[src/sv/astep_pkg.sv]
`timescale 1ns / 1ps
// ----------------------------------------------------------------------------
// astep_pkg
// Shared widths, reset values, register indexes and divider interface types
// for the adaptive step sequencer.
// ----------------------------------------------------------------------------
package astep_pkg;

    // position accumulator width
    localparam int POS_BITS  = 40;
    localparam int SUB_W     = 13;
    localparam int STRIDE_W  = 11;
    localparam int COUNT_W   = 21;
    // stride * subticks fits in 24 bits for any register value
    localparam int PERIOD_W  = 24;
    // dividend width: wide enough for the position and the step count
    localparam int DIVD_W    = (POS_BITS > COUNT_W) ? POS_BITS : COUNT_W;

    localparam int OUT_POS_W = 40;
    localparam int TDATA_W   = 104;

    localparam logic [COUNT_W-1:0]  COUNT_MAX      = {COUNT_W{1'b1}};
    localparam logic [SUB_W-1:0]    SUBTICKS_RST   = SUB_W'(128);
    localparam logic [STRIDE_W-1:0] STRIDE_RST     = STRIDE_W'(1);
    localparam logic [COUNT_W-1:0]  TOTAL_RST      = COUNT_W'(11);

    // configuration register indexes
    localparam logic [1:0] CFG_SUBTICKS = 2'd0;
    localparam logic [1:0] CFG_STRIDE   = 2'd1;
    localparam logic [1:0] CFG_TOTAL    = 2'd2;

    // request to the serial divider
    typedef struct packed {
        logic                start;
        logic [DIVD_W-1:0]   dividend;
        logic [PERIOD_W-1:0] divisor;
    } div_req_t;

    // divider result, valid while done is high
    typedef struct packed {
        logic                done;
        logic [DIVD_W-1:0]   quotient;
        logic [PERIOD_W-1:0] remainder;
    } div_res_t;

endpackage

[src/sv/adaptive_step_sequencer.sv]
`timescale 1ns / 1ps
// ----------------------------------------------------------------------------
// adaptive_step_sequencer
// Adaptive integration step control in integer sub-ticks: step halving on an
// even-size failure, doubling on success, capped at one whole step and the boundary.
// ----------------------------------------------------------------------------
// Usage:
//   s_ channel: one item per finished attempt, s_tdata[0] = attempt_ok.
//   m_ channel: one result item per input item describing the next attempt.
//   cfg channel: register writes (index 0 subticks, 1 stride, 2 total steps),
//   always ready; write only while no item is in flight.
// Passes:
//   Each item runs up to four passes through one shared serial divider
//   (boundary test, sample index, record_now, record_next); the boundary test
//   is skipped when no advance is made (failed even-size attempt or finished
//   run). s_tready is low until the item's result is loaded into the output
//   register.
// Reset:
//   aresetn (sync, active low) restores the register defaults, position 0,
//   step size 128, counts and freeze flag cleared, no pending result.
// Stalls:
//   The result sits in an output register; a new item may be accepted while
//   it waits, and that item's result holds until the register is taken.
// ----------------------------------------------------------------------------
module adaptive_step_sequencer (
    input  logic                           aclk,
    input  logic                           aresetn,
    // s_tdata: [0] attempt_ok, [7:1] zero
    input  logic                           s_tvalid,
    output logic                           s_tready,
    input  logic [7:0]                     s_tdata,
    // m_tdata: [39:0] position_ticks, [52:40] step_ticks, [73:53] whole_steps,
    //          [94:74] sample_index, [95] record_now, [96] record_next,
    //          [97] frozen, [98] finished, [103:99] zero
    output logic                           m_tvalid,
    input  logic                           m_tready,
    output logic [astep_pkg::TDATA_W-1:0]  m_tdata,
    // configuration writes
    input  logic                           cfg_valid,
    output logic                           cfg_ready,
    input  logic [1:0]                     cfg_index,
    input  logic [astep_pkg::COUNT_W-1:0]  cfg_data
);
    import astep_pkg::*;

    typedef enum logic [2:0] {
        ST_IDLE,
        ST_ADV,
        ST_IDX,
        ST_NOW,
        ST_NEXT,
        ST_OUT
    } state_t;

    state_t              state_reg;
    logic                go_reg;

    // configuration
    logic [SUB_W-1:0]    subticks_reg;
    logic [STRIDE_W-1:0] stride_cfg_reg;
    logic [COUNT_W-1:0]  total_reg;

    // sequencer state
    logic [POS_BITS-1:0] position_reg;
    logic [SUB_W-1:0]    step_size_reg;
    logic [COUNT_W-1:0]  step_count_reg;
    logic                freeze_reg;

    // per-item working values
    logic                ok_reg;
    logic [SUB_W-1:0]    msize_reg;
    logic [STRIDE_W-1:0] stride_reg;
    logic [PERIOD_W-1:0] period_reg;
    logic [POS_BITS-1:0] cand_reg;
    logic [COUNT_W-1:0]  sidx_reg;
    logic                done_reg;
    logic                rnow_reg;
    logic                rnext_reg;

    // output register
    logic                m_tvalid_reg;
    logic [TDATA_W-1:0]  m_tdata_reg;

    logic [SUB_W-1:0]    eff_sub;
    logic [STRIDE_W-1:0] eff_str;
    logic                active;
    logic [SUB_W-1:0]    rem_low;
    logic [SUB_W-1:0]    room;
    logic [SUB_W:0]      ext;
    logic [SUB_W:0]      ns_a;
    logic [SUB_W:0]      ns;
    logic [POS_BITS-1:0] pos_plus;

    div_req_t            div_req;
    div_res_t            div_res;

    astep_div u_div (
        .aclk    (aclk),
        .aresetn (aresetn),
        .req     (div_req),
        .res     (div_res)
    );

    // zero sizes count as one
    assign eff_sub = (subticks_reg == '0) ? SUB_W'(1) : subticks_reg;
    assign eff_str = (stride_cfg_reg == '0) ? STRIDE_W'(1) : stride_cfg_reg;
    assign active  = step_count_reg < total_reg;

    // next size after a success: min(2*size, full step, distance to boundary)
    assign rem_low = div_res.remainder[SUB_W-1:0];
    assign room    = msize_reg - rem_low;
    assign ext     = {step_size_reg, 1'b0};
    assign ns_a    = (ext < {1'b0, msize_reg}) ? ext : {1'b0, msize_reg};
    assign ns      = ({1'b0, room} < ns_a) ? {1'b0, room} : ns_a;

    assign pos_plus = position_reg + POS_BITS'(step_size_reg);

    // divider operand select per pass
    always_comb begin
        div_req.start    = go_reg;
        div_req.dividend = DIVD_W'(position_reg);
        div_req.divisor  = period_reg;
        case (state_reg)
            ST_ADV: begin
                div_req.dividend = DIVD_W'(cand_reg);
                div_req.divisor  = PERIOD_W'(msize_reg);
            end
            ST_IDX: begin
                div_req.dividend = DIVD_W'(step_count_reg);
                div_req.divisor  = PERIOD_W'(stride_reg);
            end
            ST_NOW: begin
                div_req.dividend = DIVD_W'(position_reg);
                div_req.divisor  = period_reg;
            end
            ST_NEXT: begin
                div_req.dividend = DIVD_W'(pos_plus);
                div_req.divisor  = period_reg;
            end
            default: begin
                div_req.start = 1'b0;
            end
        endcase
    end

    // sequencer, state and output register
    always_ff @(posedge aclk) begin
        if (!aresetn) begin
            state_reg      <= ST_IDLE;
            go_reg         <= 1'b0;
            subticks_reg   <= SUBTICKS_RST;
            stride_cfg_reg <= STRIDE_RST;
            total_reg      <= TOTAL_RST;
            position_reg   <= '0;
            step_size_reg  <= SUBTICKS_RST;
            step_count_reg <= '0;
            freeze_reg     <= 1'b0;
            m_tvalid_reg   <= 1'b0;
        end else begin
            go_reg <= 1'b0;

            // register writes
            if (cfg_valid) begin
                case (cfg_index)
                    CFG_SUBTICKS: subticks_reg   <= cfg_data[SUB_W-1:0];
                    CFG_STRIDE:   stride_cfg_reg <= cfg_data[STRIDE_W-1:0];
                    CFG_TOTAL:    total_reg      <= cfg_data;
                    default:      ;
                endcase
            end

            // output taken; a reload in ST_OUT sets it again
            if (m_tvalid_reg && m_tready && state_reg != ST_OUT) begin
                m_tvalid_reg <= 1'b0;
            end

            case (state_reg)
                ST_IDLE: begin
                    if (s_tvalid) begin
                        ok_reg     <= s_tdata[0];
                        msize_reg  <= eff_sub;
                        stride_reg <= eff_str;
                        period_reg <= PERIOD_W'(eff_sub) * PERIOD_W'(eff_str);
                        cand_reg   <= pos_plus;
                        go_reg     <= 1'b1;
                        if (active && (s_tdata[0] || step_size_reg[0])) begin
                            state_reg <= ST_ADV;
                        end else begin
                            if (active) begin
                                step_size_reg <= step_size_reg >> 1;
                            end
                            state_reg <= ST_IDX;
                        end
                    end
                end
                ST_ADV: begin
                    if (div_res.done) begin
                        position_reg <= cand_reg;
                        if (rem_low == '0 && step_count_reg != COUNT_MAX) begin
                            step_count_reg <= step_count_reg + COUNT_W'(1);
                        end
                        if (ok_reg) begin
                            step_size_reg <= ns[SUB_W-1:0];
                        end else begin
                            freeze_reg <= 1'b1;
                        end
                        go_reg    <= 1'b1;
                        state_reg <= ST_IDX;
                    end
                end
                ST_IDX: begin
                    if (div_res.done) begin
                        sidx_reg  <= div_res.quotient[COUNT_W-1:0];
                        done_reg  <= step_count_reg >= total_reg;
                        go_reg    <= 1'b1;
                        state_reg <= ST_NOW;
                    end
                end
                ST_NOW: begin
                    if (div_res.done) begin
                        rnow_reg  <= done_reg || (div_res.remainder == '0);
                        go_reg    <= 1'b1;
                        state_reg <= ST_NEXT;
                    end
                end
                ST_NEXT: begin
                    if (div_res.done) begin
                        rnext_reg <= div_res.remainder == '0;
                        state_reg <= ST_OUT;
                    end
                end
                ST_OUT: begin
                    if (!m_tvalid_reg || m_tready) begin
                        m_tdata_reg  <= {5'b0, done_reg, freeze_reg, rnext_reg, rnow_reg,
                                         sidx_reg, step_count_reg, step_size_reg,
                                         OUT_POS_W'(position_reg)};
                        m_tvalid_reg <= 1'b1;
                        state_reg    <= ST_IDLE;
                    end
                end
                default: begin
                    state_reg <= ST_IDLE;
                end
            endcase
        end
    end

    assign s_tready  = state_reg == ST_IDLE;
    assign cfg_ready = 1'b1;
    assign m_tvalid  = m_tvalid_reg;
    assign m_tdata   = m_tdata_reg;

`ifndef NO_ASSERTIONS
    // step size never collapses to zero
    a_step_nonzero: assert property (@(posedge aclk) disable iff (!aresetn)
        step_size_reg != '0)
        else $error("step size reached zero");

    // whole-step count moves by at most one per cycle
    a_count_inc: assert property (@(posedge aclk) disable iff (!aresetn)
        (step_count_reg == $past(step_count_reg)) ||
        (step_count_reg == $past(step_count_reg) + COUNT_W'(1)))
        else $error("step count jumped");

    // freeze flag is sticky
    a_freeze_sticky: assert property (@(posedge aclk) disable iff (!aresetn)
        freeze_reg |=> freeze_reg)
        else $error("freeze flag cleared");

    // an accepted item keeps the input closed on the next cycle
    a_busy_after_accept: assert property (@(posedge aclk) disable iff (!aresetn)
        (s_tvalid && s_tready) |=> !s_tready)
        else $error("input reopened right after accept");
`endif

endmodule

[src/sv/astep_div.sv]
`timescale 1ns / 1ps
// ----------------------------------------------------------------------------
// astep_div
// Restoring radix-2 divider, one quotient bit per cycle. A start pulse loads
// the operands; done pulses for one cycle with quotient and remainder.
// ----------------------------------------------------------------------------
module astep_div (
    input  logic                aclk,
    input  logic                aresetn,
    input  astep_pkg::div_req_t req,
    output astep_pkg::div_res_t res
);
    import astep_pkg::*;

    localparam int CNT_W = $clog2(DIVD_W);
    localparam logic [CNT_W-1:0] LAST_BIT = CNT_W'(DIVD_W - 1);

    logic                busy_reg;
    logic                done_reg;
    logic [CNT_W-1:0]    cnt_reg;
    logic [PERIOD_W-1:0] rem_reg;
    logic [DIVD_W-1:0]   quo_reg;
    logic [PERIOD_W-1:0] dsr_reg;

    logic [PERIOD_W:0]   trial;
    logic [PERIOD_W:0]   diff;
    logic                fits;

    // trial subtract of the shifted partial remainder
    assign trial = {rem_reg, quo_reg[DIVD_W-1]};
    assign diff  = trial - {1'b0, dsr_reg};
    assign fits  = trial >= {1'b0, dsr_reg};

    always_ff @(posedge aclk) begin
        if (!aresetn) begin
            busy_reg <= 1'b0;
            done_reg <= 1'b0;
            cnt_reg  <= '0;
            rem_reg  <= '0;
            quo_reg  <= '0;
            dsr_reg  <= '0;
        end else begin
            done_reg <= 1'b0;
            if (req.start) begin
                busy_reg <= 1'b1;
                cnt_reg  <= '0;
                rem_reg  <= '0;
                quo_reg  <= req.dividend;
                dsr_reg  <= req.divisor;
            end else if (busy_reg) begin
                rem_reg <= fits ? diff[PERIOD_W-1:0] : trial[PERIOD_W-1:0];
                quo_reg <= {quo_reg[DIVD_W-2:0], fits};
                cnt_reg <= cnt_reg + CNT_W'(1);
                if (cnt_reg == LAST_BIT) begin
                    busy_reg <= 1'b0;
                    done_reg <= 1'b1;
                end
            end
        end
    end

    assign res.done      = done_reg;
    assign res.quotient  = quo_reg;
    assign res.remainder = rem_reg;

endmodule

[config.mk]
export PLATFORM = sky130hd
export DESIGN_NAME = adaptive_step_sequencer
export DESIGN_NICKNAME = d
export VERILOG_FILES = /design/src/sv/astep_pkg.sv /design/src/sv/adaptive_step_sequencer.sv /design/src/sv/astep_div.sv
export SDC_FILE = /design/constraint.sdc
export NUM_CORES = 1
export LEC_CHECK = 0
export BUFFER_PORTS_ARGS = -buffer_cell sky130_fd_sc_hd__buf_2
export CORE_ASPECT_RATIO = 2
export CORE_MARGIN = 3
export CORE_UTILIZATION = 50
export DETAILED_ROUTE_END_ITERATION = 6
export GPL_TIMING_DRIVEN = 0
export PLACE_DENSITY = 0.67
export SLEW_MARGIN = 5
export SYNTH_ARGS = -nofsm -noshare
export SYNTH_HDL_FRONTEND = slang
export SYNTH_SLANG_ARGS = --single-unit
[constraint.sdc]
create_clock -name aclk -period 9.78 [get_ports aclk]
set_input_delay 1.956 -clock aclk [delete_from_list [all_inputs] [get_ports aclk]]
set_output_delay 1.956 -clock aclk [all_outputs]
set_load 0.01 [all_outputs]
==> flow_summary_export.csv <==
group,metric,value,unit
layout,mostFrequentLayoutCell,"nand2_1",
worst_setup_path,worstPathArrival,6.91,ns
placement,hpwl,65400,microns
routing,ant_nets,0,
worst_setup_path,critPathMaxStageDelay,0.55,ns
yosys,ys.flop_type,"dfxtp_1",
yosys,async_reset_ff_share,0,%
floorplan,row_count,116,
power_and_ir_drop,powerDensity,189,nW/um^2
floorplan,die-area,53500,sq um
layout,layout_common_cells,"nand2_1 (275), inv_1 (238), dfxtp_1 (221), edfxtp_1 (212), a21oi_1 (194)",
global_route,grt_max_degree,51,
layout,fin_cells,3427,
cts,ctsHtreeMaxLevel,2,
routing,drt-initial-drc-count,1338,
timing,tns,0,ns
routing,drc_errors,0,
floorplan,num_io_pins,143,
timing,finalCriticalPeriod,6.55,ns
layout,largest_register_ffs,99,
global_route,grt_use_total,31.0,%
yosys,syn_inst,2566,
cts,worstSkewPairLatency,0.58,ns
layout,syn_to_final_growth,11.3,%
global_route,grt_overflow_total,0,
cts,cts_root_buffer,"clkbuf_16",
power_and_ir_drop,irDropWorstVdd,0.158,mV
yosys,ys_seq_elements,433,
worst_setup_path,crit_type,"reg -> reg",
worst_setup_path,r2r-start,"subticks_reg[5]",
routing,firstDrtPassIters,6,
floorplan,fp.coreArea,50100,sq um
yosys,ys_seq_area_share,42.7,%
cts,numCtsBuffers,38,
worst_setup_path,crit_start,"subticks_reg[5]",
layout,drive_above_1_share,9.83,%
timing,rsz0062_at_grt,"false",
layout,fillers,4493,
routing,num_vias,20300,
timing,timing.max_slew.rel_slack,19.6,%
floorplan,die_x,165,microns
power_and_ir_drop,swShare,35.0,%
power_and_ir_drop,p_seq_share,39.6,%
worst_setup_path,rr_endpoint,"period_reg[22]",
placement,gp_congestion,0.986,
placement,io_buffers,129,
power_and_ir_drop,internal_power,3.45,mW
routing,wirelength,82100,microns
worst_setup_path,endpoint_kind,"register",
power_and_ir_drop,p_comb_share,31.2,%
placement,dp_cells,3355,
yosys,syn_area,25300,sq um
worst_setup_path,required,10.14,ns
cts,cts_setup_buffers,0,
timing,tightest_slew,1.20,ns
global_route,grt_pass1_wl,124000,microns
floorplan,die_h,324,microns
routing,drt-wirelength-per-cell,24.0,microns
flow_run,drv_cap,0,
yosys,yosysWarnings,0,
power_and_ir_drop,power_switching,1.86,mW
yosys,synth.avg_cell_area,9.85,sq um
timing,finalCritPeriodShare,67.0,%
yosys,yosys.cell_types.count,98,
worst_setup_path,cp_common_cell,"fa_1",
timing,finalClockSkew,0.0251,ns
yosys,synth_edf_count,212,
worst_hold_path,hp-class,"reg -> reg",
routing,viasPerCell,5.94,
global_route,antenna_found_initial,2,
cts,clockBufferDepth,3,
layout,fin_util,56.2,%
cts,cts_resized,0,
timing,finalMaxSlewViolations,0,
worst_setup_path,worst-r2r-setup-slack,3.23,ns
worst_setup_path,crit_path_end,"period_reg[22]",
cts,clk_pin_slew_worst_paths,0.07,ns
worst_setup_path,cp-start-kind,"register",
worst_setup_path,cp_max_fo,10,
cts,cts.sinks,433,
power_and_ir_drop,p_clk_share,29.2,%
worst_setup_path,reg2reg_depth,20,
run_status,status,"complete, no violations",
cts,cts.hold.buffers_added,0,
layout,nets,3041,
timing,fmax,153,MHz
floorplan,start_util,50.5,%
timing,hold_viol,0,
timing,finalSetupViolations,0,
worst_setup_path,path_cells,"nor4_1, a41o_1, clkbuf_1, nand2_1, fa_1, fa_1, inv_1, fa_1, fa_1, inv_1, fa_1, inv_1, ha_1, a21o_1, a21oi_1, a31oi_1, or4_1, a31oi_1, o21ai_0, xor2_1",
worst_setup_path,cpMaxStageDelayCell,"fa_1",
power_and_ir_drop,cellLeakagePower,11.3,nW
global_route,grt_pass1_vias,21300,
cts,tritoncts,"done",
stage by stage:
stage / hold slack [ns] / setup WS [ns] / power, mW / instance area (sq um)
after floorplan: 0.400 / 2.56 / 3.27 / 25300
after global placement: 0.400 / 0.177 / 3.75 / 26800
after detailed placement: 0.405 / 3.20 / 3.77 / 26900
after CTS: 0.420 / 3.20 / 5.31 / 28100
after global routing: 0.432 / 2.80 / 5.55 / 28100
final: 0.420 / 3.23 / 5.31 / 28100
metal layers:
metal,track usage [%],up-vias,share of wire [%]
met1,29.5,9919,32
met2,57.8,725,53
met5,0,-,0
met3,3.63,330,4.5
met4,25.7,0,10
li1,-,9366,-
power groups by stage:
stage,registers (mW),logic (mW),clock network [mW]
floorplan,2.09,1.18,0
global placement,2.14,1.60,0
detailed placement,2.14,1.63,0
CTS,2.10,1.64,1.58
global route,2.11,1.81,1.63
finish,2.10,1.66,1.55
cell usage after synthesis, types with 44 or more instances:
library cell | number | share of area (%)
nand2_1 | 275 | 4.1
inv_1 | 237 | 3.5
dfxtp_1 | 221 | 17
edfxtp_1 | 212 | 25
a21oi_1 | 194 | 3.8
ha_1 | 158 | 7.8
nor2_1 | 140 | 2.1
clkbuf_1 | 129 | 1.9
fa_1 | 101 | 8.0
o21ai_0 | 97 | 1.9
and2_1 | 80 | 2.0
xnor2_1 | 60 | 2.1
mux2i_1 | 51 | 2.0
xor2_1 | 44 | 1.5
worst min path at each step:
stage,cells after the start,from,slack (ns),end
detailed placement,0,sidx_reg[17],0.41,m_tdata[91]
global route,0,sidx_reg[5],0.43,m_tdata[79]
global placement,0,sidx_reg[17],0.40,m_tdata[91]
CTS,0,sidx_reg[16],0.42,m_tdata[90]
floorplan,0,sidx_reg[0],0.40,m_tdata[74]
finish,0,sidx_reg[16],0.42,m_tdata[90]
final cells by class:
type / instances / area (sq um) / share of cell area, %
Sequential cell: 433 / 10800 / 38.3
Clock buffer: 46 / 1030 / 3.67
Buffer: 161 / 659 / 2.34
Clock inverter: 24 / 225 / 0.800
Timing Repair Buffer: 136 / 756 / 2.68
Antenna cell: 2 / 5.00 / 0.0178
Multi-Input combinational cell: 1738 / 13000 / 46.1
Tap cell: 649 / 812 / 2.88
Inverter: 238 / 893 / 3.17
cells by family (layout without fill, tap and decap cells):
| group | Yosys count | count (layout) | share of synthesized area, % |
|---|---|---|---|
| xor+xnor | 106 | 106 | 3.73 |
| fa+ha+maj | 259 | 259 | 15.8 |
| compound gates | 602 | 602 | 16.0 |
| buf+inv | 399 | 605 | 6.14 |
| simple gates | 707 | 707 | 13.3 |
| mux | 58 | 58 | 2.33 |
| flops | 433 | 433 | 42.7 |
| other cells | 2 | 8 | 0.0297 |
critical path, delay by kind of cell, from the launching register on:
kind                     cells  cell delay [ns]
XOR/XNOR                     1             0.29
AO/OA/AOI/OAI                6             1.25
adder cells (fa/ha/maj)      6             2.95
buffers and inverters        4             0.58
AND/OR/NAND/NOR              3             0.89
flip-flops                   1             0.38
Note: power is estimated with default switching activity, not from simulation.
